[config.mk]
export PLATFORM = sky130hd
export DESIGN_NAME = smss_walker
export DESIGN_NICKNAME = d
export VERILOG_FILES = /design/src/sv/smss_pkg.sv /design/src/sv/smss_walker.sv
export SDC_FILE = /design/constraint.sdc
export NUM_CORES = 1
export LEC_CHECK = 0
export ABC_CLOCK_PERIOD_IN_PS = 8100
export BUFFER_PORTS_ARGS = -buffer_cell sky130_fd_sc_hd__buf_2
export CAP_MARGIN = 20
export CELL_PAD_IN_SITES_DETAIL_PLACEMENT = 0
export CELL_PAD_IN_SITES_GLOBAL_PLACEMENT = 1
export CORE_MARGIN = 2
export CORE_UTILIZATION = 41
export CTS_BUF_LIST = sky130_fd_sc_hd__clkbuf_2 sky130_fd_sc_hd__clkbuf_4 sky130_fd_sc_hd__clkbuf_8
export DETAILED_ROUTE_END_ITERATION = 8
export PLACE_DENSITY = 0.89
export SLEW_MARGIN = 10
export SYNTH_ARGS = -nofsm -noshare
export SYNTH_HDL_FRONTEND = slang
export SYNTH_SLANG_ARGS = --single-unit
[constraint.sdc]
create_clock -name clk -period 8.1 [get_ports clk]
set_input_delay 0.81 -clock clk [delete_from_list [all_inputs] [get_ports clk]]
set_output_delay 0.81 -clock clk [all_outputs]
set_load 0.01 [all_outputs]
[src/sv/smss_pkg.sv]
package smss_pkg;

    // Matrix geometry and element width.
    localparam int MAX_ROWS   = 16;
    localparam int MAX_COLS   = 16;
    localparam int VALUE_BITS = 32;

    localparam int ROW_BITS  = $clog2(MAX_ROWS);
    localparam int COL_BITS  = $clog2(MAX_COLS);
    localparam int ADDR_BITS = ROW_BITS + COL_BITS;
    localparam int CNT_BITS  = 5;
    localparam int DEPTH     = MAX_ROWS * MAX_COLS;

    localparam logic [CNT_BITS-1:0] MAX_ROWS_CNT = CNT_BITS'(MAX_ROWS);
    localparam logic [CNT_BITS-1:0] MAX_COLS_CNT = CNT_BITS'(MAX_COLS);

    // Request action codes.
    localparam logic ACT_WRITE  = 1'b0;
    localparam logic ACT_SEARCH = 1'b1;

    // Register indexes on the configuration port.
    localparam logic REG_NUM_ROWS = 1'b0;
    localparam logic REG_NUM_COLS = 1'b1;

    // One request item.
    typedef struct packed {
        logic                         action;
        logic [ROW_BITS-1:0]          row_index;
        logic [COL_BITS-1:0]          col_index;
        logic signed [VALUE_BITS-1:0] value;
    } req_t;

    // One result item.
    typedef struct packed {
        logic                found;
        logic [CNT_BITS-1:0] hit_row;
        logic [CNT_BITS-1:0] hit_col;
    } res_t;

    // Effective matrix size handed to the walker.
    typedef struct packed {
        logic [CNT_BITS-1:0] rows;
        logic [CNT_BITS-1:0] cols;
    } dims_t;

    // Walker sequencer states.
    typedef enum logic [1:0] {
        ST_IDLE,
        ST_STEP,
        ST_DONE
    } walk_state_t;

endpackage

[src/sv/smss_walker.sv]
module smss_walker (
    input  logic                              clk,
    input  logic                              rst_n,
    input  smss_pkg::dims_t                   dims,
    input  logic                              req_valid,
    output logic                              req_stall,
    input  smss_pkg::req_t                    req_data,
    output logic                              res_valid,
    input  logic                              res_stall,
    output smss_pkg::res_t                    res_data,
    output logic                              ram_we,
    output logic [smss_pkg::ADDR_BITS-1:0]    ram_waddr,
    output logic [smss_pkg::VALUE_BITS-1:0]   ram_wdata,
    output logic                              ram_re,
    output logic [smss_pkg::ADDR_BITS-1:0]    ram_raddr,
    input  logic [smss_pkg::VALUE_BITS-1:0]   ram_rdata
);

    import smss_pkg::*;

    walk_state_t                  state_reg, state_next;
    logic [ROW_BITS-1:0]          row_reg, row_next;
    logic [COL_BITS-1:0]          col_reg, col_next;
    logic signed [VALUE_BITS-1:0] key_reg, key_next;
    res_t                         pend_reg, pend_next;
    logic                         res_valid_reg, res_valid_next;
    res_t                         res_data_reg, res_data_next;

    logic                         req_fire;
    logic                         is_search;
    logic                         empty;
    logic signed [VALUE_BITS-1:0] elem;
    logic                         hit;
    logic                         greater;
    logic                         last_col;
    logic                         last_row;
    logic                         res_load;

    // Handshake and decode of the incoming request.
    assign req_stall = (state_reg != ST_IDLE);
    assign req_fire  = req_valid && !req_stall;
    assign is_search = (req_data.action == ACT_SEARCH);
    assign empty     = (dims.rows == '0) || (dims.cols == '0);

    // The compare unit: one stored element against the key per cycle.
    assign elem     = signed'(ram_rdata);
    assign hit      = (elem == key_reg);
    assign greater  = (elem > key_reg);
    assign last_col = (col_reg == '0);
    assign last_row = (({1'b0, row_reg} + CNT_BITS'(1)) >= dims.rows);

    // The result register is free when empty or being taken this cycle.
    assign res_load = (state_reg == ST_DONE) && (!res_valid_reg || !res_stall);

    // Element writes go straight to the store when inside the used area.
    assign ram_we    = req_fire && !is_search
                       && ({1'b0, req_data.row_index} < dims.rows)
                       && ({1'b0, req_data.col_index} < dims.cols);
    assign ram_waddr = {req_data.row_index, req_data.col_index};
    assign ram_wdata = req_data.value;

    // Next-state logic of the walk sequencer.
    always_comb
    begin
        state_next = state_reg;
        unique case (state_reg)
            ST_IDLE:
            begin
                if (req_fire && is_search)
                begin
                    state_next = empty ? ST_DONE : ST_STEP;
                end
            end
            ST_STEP:
            begin
                if (hit || (greater && last_col) || (!greater && last_row))
                begin
                    state_next = ST_DONE;
                end
            end
            ST_DONE:
            begin
                if (res_load)
                begin
                    state_next = ST_IDLE;
                end
            end
            default:
            begin
                state_next = ST_IDLE;
            end
        endcase
    end

    // Position, key and pending result updates for each state.
    always_comb
    begin
        row_next  = row_reg;
        col_next  = col_reg;
        key_next  = key_reg;
        pend_next = pend_reg;
        unique case (state_reg)
            ST_IDLE:
            begin
                if (req_fire && is_search)
                begin
                    // Start at the top-right corner; a miss reports the counts.
                    key_next          = req_data.value;
                    row_next          = '0;
                    col_next          = COL_BITS'(dims.cols - CNT_BITS'(1));
                    pend_next.found   = 1'b0;
                    pend_next.hit_row = dims.rows;
                    pend_next.hit_col = dims.cols;
                end
            end
            ST_STEP:
            begin
                if (hit)
                begin
                    pend_next.found   = 1'b1;
                    pend_next.hit_row = {1'b0, row_reg};
                    pend_next.hit_col = {1'b0, col_reg};
                end
                else if (greater)
                begin
                    if (!last_col)
                    begin
                        col_next = col_reg - COL_BITS'(1);
                    end
                end
                else if (!last_row)
                begin
                    row_next = row_reg + ROW_BITS'(1);
                end
            end
            ST_DONE:
            begin
            end
            default:
            begin
            end
        endcase
    end

    // The next element is fetched while the current one is compared.
    assign ram_re    = (state_next == ST_STEP);
    assign ram_raddr = {row_next, col_next};

    // Output register keeps the result apart from the walk.
    always_comb
    begin
        res_valid_next = res_valid_reg && res_stall;
        res_data_next  = res_data_reg;
        if (res_load)
        begin
            res_valid_next = 1'b1;
            res_data_next  = pend_reg;
        end
    end

    assign res_valid = res_valid_reg;
    assign res_data  = res_data_reg;

    // Control registers.
    always_ff @(posedge clk or negedge rst_n)
    begin
        if (!rst_n)
        begin
            state_reg     <= ST_IDLE;
            res_valid_reg <= 1'b0;
        end
        else
        begin
            state_reg     <= state_next;
            res_valid_reg <= res_valid_next;
        end
    end

    // Datapath registers.
    always_ff @(posedge clk)
    begin
        row_reg      <= row_next;
        col_reg      <= col_next;
        key_reg      <= key_next;
        pend_reg     <= pend_next;
        res_data_reg <= res_data_next;
    end

endmodule

Word-level counts from Yosys, hierarchy flattened
Cells that the tools add are included.

storage, ports and cells
  register bits after elaboration = 65
  latch bits = 0
  RAM bits = 0
  bits in read-only memories = 0
  input port bits = 87
  word-level logic and storage cells = 70
  memories kept = 0

operators by class
  add/sub/neg operators = 4
  multipliers = 0
  div/mod/pow operators = 0
  order comparisons = 4
  eq/ne operators = 6
  shift-type cells = 0
  muxes and demuxes = 19
  bitwise operators = 0
  reduce and logical (&&, ||, !) cells = 26

operator list
  kind                                                  count
  equality test 32 bit                                  1
  > comparator 32 bit                                   1
  two-way mux 4 bit                                     8
  two-way mux 11 bit                                    2
  case mux 11 bit (2 select lines)                      1
  case mux 4 bit (2 select lines)                       2
  zero test 5 bit                                       2
  less-than comparator 4 x 5 -> 1 bit                   2
  logical AND 1 bit                                     9
  two-way mux 2 bit                                     4
  subtractor 4 x 1 -> 4 bit (second input constant)     2
  case mux 2 bit (3 select lines)                       1
  adder 4 x 1 -> 5 bit (second input constant)          1
  >= comparator 5 bit                                   1
  zero test 1 bit                                       5
  adder 4 x 1 -> 4 bit (second input constant)          1
  equality test 2 x 1 -> 1 bit (second input constant)  2
  zero test 4 bit                                       1
  logical OR 1 bit                                      4
  inequality test 2 bit (second input constant)         2
  nonzero test 2 bit                                    2
  AND reduction 3 bit                                   1
  equality test 2 bit (second input constant)           1
  zero test 2 bit                                       1
  other kinds (2)                                       2

Depth between registers and ports, before layout
  word-level depth = 7
  depth in mapped cells = 10

Least setup slack after synthesis
No wires, ideal clock.

  path kind = in2out
  start point = input ram_rdata[14] (netlist name)
  end point = output ram_raddr[1] (netlist name)
  arrival = 2.836 ns
  path slack = 4.454 ns
  cell stages on the path = 8
  buffers on the path = 0
  path through = ha_1 > a21oi_2 > nand2_1 > a221o_1 > o31a_1 > nor2_4 > mux2_2 > a311o_1

between the ends
  word-level cells in the longest chain between the ends = 4
  elaborated cells on any way between the ends = 5
  classes of those cells = order compare: 1; eq/ne: 1; mux: 3

RTL lines
  element                            RTL line            source
  from (decl)                        smss_walker.sv:16   input logic [smss_pkg::VALUE_BITS-1:0] ram_rdata
  > comparator 32 bit                smss_walker.sv:48   assign greater = (elem > key_reg);
  two-way mux 4 bit                  smss_walker.sv:124  else if (greater)
  two-way mux 4 bit *                smss_walker.sv:118  if (hit)
  case mux 4 bit (2 select lines) *  smss_walker.sv:102  unique case (state_reg)
  to (decl)                          smss_walker.sv:15   output logic [smss_pkg::ADDR_BITS-1:0] ram_raddr,

Every way passes the cells marked *; elsewhere a longest branch is shown, timed or not.

Worst setup path after layout
  start point = input ram_rdata[31] (netlist name)
  end point = output ram_raddr[6] (netlist name)

The elaborated chain is that of the path after synthesis.

==> results.py <==
metrics = {
    "layout": {
        "number_of_flip_flops_under_the_largest_register_name": 32,
        "finalNetCount": 607,
        "post-route-util_pct": 50.1,
        "synthToLayoutAreaGrowth_pct": 19.7,
        "layout_common_cells": "buf_2 (149), edfxtp_1 (54), inv_1 (49)",
        "share_of_cells_above_drive_strength_1_pct": 35.9,
        "n_antenna_cell": 0,
        "final-instance-count-excl-fill": 590,
        "layout_commonest_cell": "buf_2",
    },
    "synthesis": {
        "yosys_most_used_dff": "edfxtp_1",
        "synth_cells": 354,
        "proportion_of_synthesized_chip_area_in_sequential_cells_pct": 48.4,
        "async_reset_ff_share_pct": 4.62,
        "synthDominantCellAreaShare_pct": 42.3,
        "yosysWarnings": 0,
        "post_synth_main_area_contributors": "edfxtp_1 (42%), ha_1 (15%), buf_4 (7.8%)",
        "yosys.cell_types.count": 47,
        "syn-cell-area_sq_um": 3830,
        "number_of_flops_mapped_to_enable_cells_by_yosys": 54,
        "synth-seq-cells": 65,
        "yosys_top_cell_by_area": "edfxtp_1",
        "synth.avg_cell_area_sq_um": 10.8,
        "synth_fp_nets": 487,
    },
    "die": {
        "chipHeight_um": 101,
        "floorplan.die.width_um": 101,
        "floorplan.die_area_sq_um": 10100,
        "std_cell_rows": 35,
        "start_util_pct": 41.9,
        "core-area_sq_um": 9150,
        "io-pin-count": 150,
    },
    "critical_path": {
        "cp-end-kind": "primary output",
        "critical_path.max_fanout": 7,
        "critical_path_arrival_ns": 3.28,
        "critical_path.most_common_cell": "buf_2",
        "critical_path.reg2reg.startpoint": "key_reg[31]",
        "crit_path_start_kind": "primary input",
        "critical_path_startpoint": "ram_rdata[31]",
        "crit_required_ns": 7.29,
        "timing.setup.critical_path_class": "in -> out",
        "critical-path-slowest-cell": "nor4_2",
        "critical_path.max_stage_delay_ns": 0.45,
        "timing.critical_path.cells": "buf_2, ha_1, nand4_1, nor4_2, o31a_1, nor2_4, mux2i_1, or4_1, o211ai_1, buf_2",
    },
    "cts": {
        "cts-hold-fix-buffers": 0,
        "clock_tree_from_tritoncts": "done",
        "clock-root-buffer": "clkbuf_8",
        "clock_sink_count": 65,
        "clock_latency_ns": 0.34,
        "clk_pin_slew_ns": 0.07,
        "post_cts.repair.setup_buffers": 0,
        "ctsLongestPathBuffers": 2,
        "cts_resized": 0,
        "cts_inserted_buffers": 9,
        "cts.htree.levels": 3,
    },
    "place": {
        "place_congestion": 0.851,
        "post-place-cells": 573,
        "placement.io_buffers": 149,
        "post-place-ws_ns": 4.00,
        "hpwlAfterDp_mm": 6.66,
    },
    "route": {
        "antenna_violating_nets_post_route": 0,
        "detailedRoute.firstPassIterationCount": 4,
        "drt_drc_violations_left": 0,
        "drt-initial-drc-count": 121,
        "vias_after_detailed_routing": 2928,
        "routed_wl_mm": 8.16,
        "wire_per_inst_um": 13.8,
        "route.detailed.vias_per_inst": 4.96,
    },
    "run": {
        "maxCapViolations": 0,
    },
    "sta": {
        "final.setup.worst_slack_ns": 4.01,
        "max_freq_mhz": 245,
        "final.min_clock_period_ns": 4.09,
        "worst_slew_pin_slew_ns": 0.847,
        "setup_viol": 0,
        "final_hold_viol_count": 0,
        "layout_worst_path_cycle_share_pct": 50.5,
        "slew_hr_pct": 43.3,
        "report.final.slew_viol_count": 0,
        "rsz0062_at_grt": "no",
        "setup-tns-final_ns": 0,
        "finClkSkew_ns": 0.00983,
    },
    "grt": {
        "grtUsageMet3_pct": 4.65,
        "met1_usage_pct": 19.9,
        "grt-ovfl-total": 0,
        "first_global_vias": 2881,
        "wire_length_of_the_first_global_routing_pass_mm": 13.2,
        "grt_usage_pct": 16.9,
        "grt_max_degree": 36,
        "grt-busiest-layer": "met2",
        "number_of_antenna_violations_at_the_first_check_in_global_routing": 0,
        "use_met2_pct": 29.5,
    },
    "pwr": {
        "power.density_nw_per_um2": 253,
        "total_leakage_power_nw": 2.26,
        "totalPowerFinal_mw": 1.16,
        "max-vdd-ir-drop_v": 0.000128,
    },
    "hold_path": {
        "worst_hold_path_type": "in -> async",
    },
    "outcome": {
        "status": "finished, final reports clean",
    },
}
## final timing paths
kind,endpoint,slack (ns),depth (start not counted)
worst max-delay path,ram_raddr[6],4.01,10
worst min-delay path,state_reg[1],0.26,1
worst max register to register,pend_reg[0],5.34,6
worst min register to register,res_data[9],0.42,0
max in group asynchronous,state_reg[0],7.72,1
min in group clk,res_data[9],0.42,0
## area by class of cell
class                   instances  area [sq um]
clock inverters                 7          37.5
fillers                       852          4570
inverters                      50           188
clock buffers                   9           124
repair buffers                151           761
multi-input cells             197          1480
flip-flops and latches         65          1860
well taps                     111           139
## power by group
group	internal (mW)	switching, mW	total (mW)
Clock	0.108	0.123	0.231
Sequential	0.474	0.0442	0.518
Combinational	0.166	0.247	0.413
Total	0.747	0.415	1.16
## critical path: cells and delay by family
kind,cells,cell delay (ns)
AO/OA/AOI/OAI,2,0.42
buffers and inverters,2,0.27
adder cells (fa/ha/maj),1,0.41
multiplexers,1,0.21
AND/OR/NAND/NOR,4,1.14
## Yosys cell counts (all sizes together), types with 7 or more instances
cell,n
nor2,13
o21ai,14
a21o,9
ha,46
buf,40
inv,49
dfxtp,8
nand3,7
a21oi,18
nand2,27
edfxtp,54
nand4,8
o211ai,7
## logic make-up after synthesis
logic type	after synthesis	synth area share [%]
buffers and inverters	92	12.9
and+or+nand+nor	79	10.6
DFF	65	48.4
AOI/OAI and AO/OA	63	10.8
adders and majority gates	46	15.0
xor gates and xnor gates	6	1.37
muxes	3	0.816
## routing by layer
metal | vias up | share of wire, % | wire, um
li1 | 1465 | - | -
met2 | 90 | 50 | 4120
met4 | 0 | 1.1 | 87
met5 | - | 0 | 0
met3 | 9 | 5.9 | 485
met1 | 1364 | 42 | 3470
## through the flow
| stage | cell area, sq um | hold WS (ns) |
|---|---|---|
| floorplan | 3830 | 0.400 |
| global placement | 4420 | 0.404 |
| detailed placement | 4420 | 0.405 |
| CTS | 4580 | 0.253 |
| global route | 4590 | 0.247 |
| finish | 4590 | 0.264 |
(Power assumes the default switching activity.)
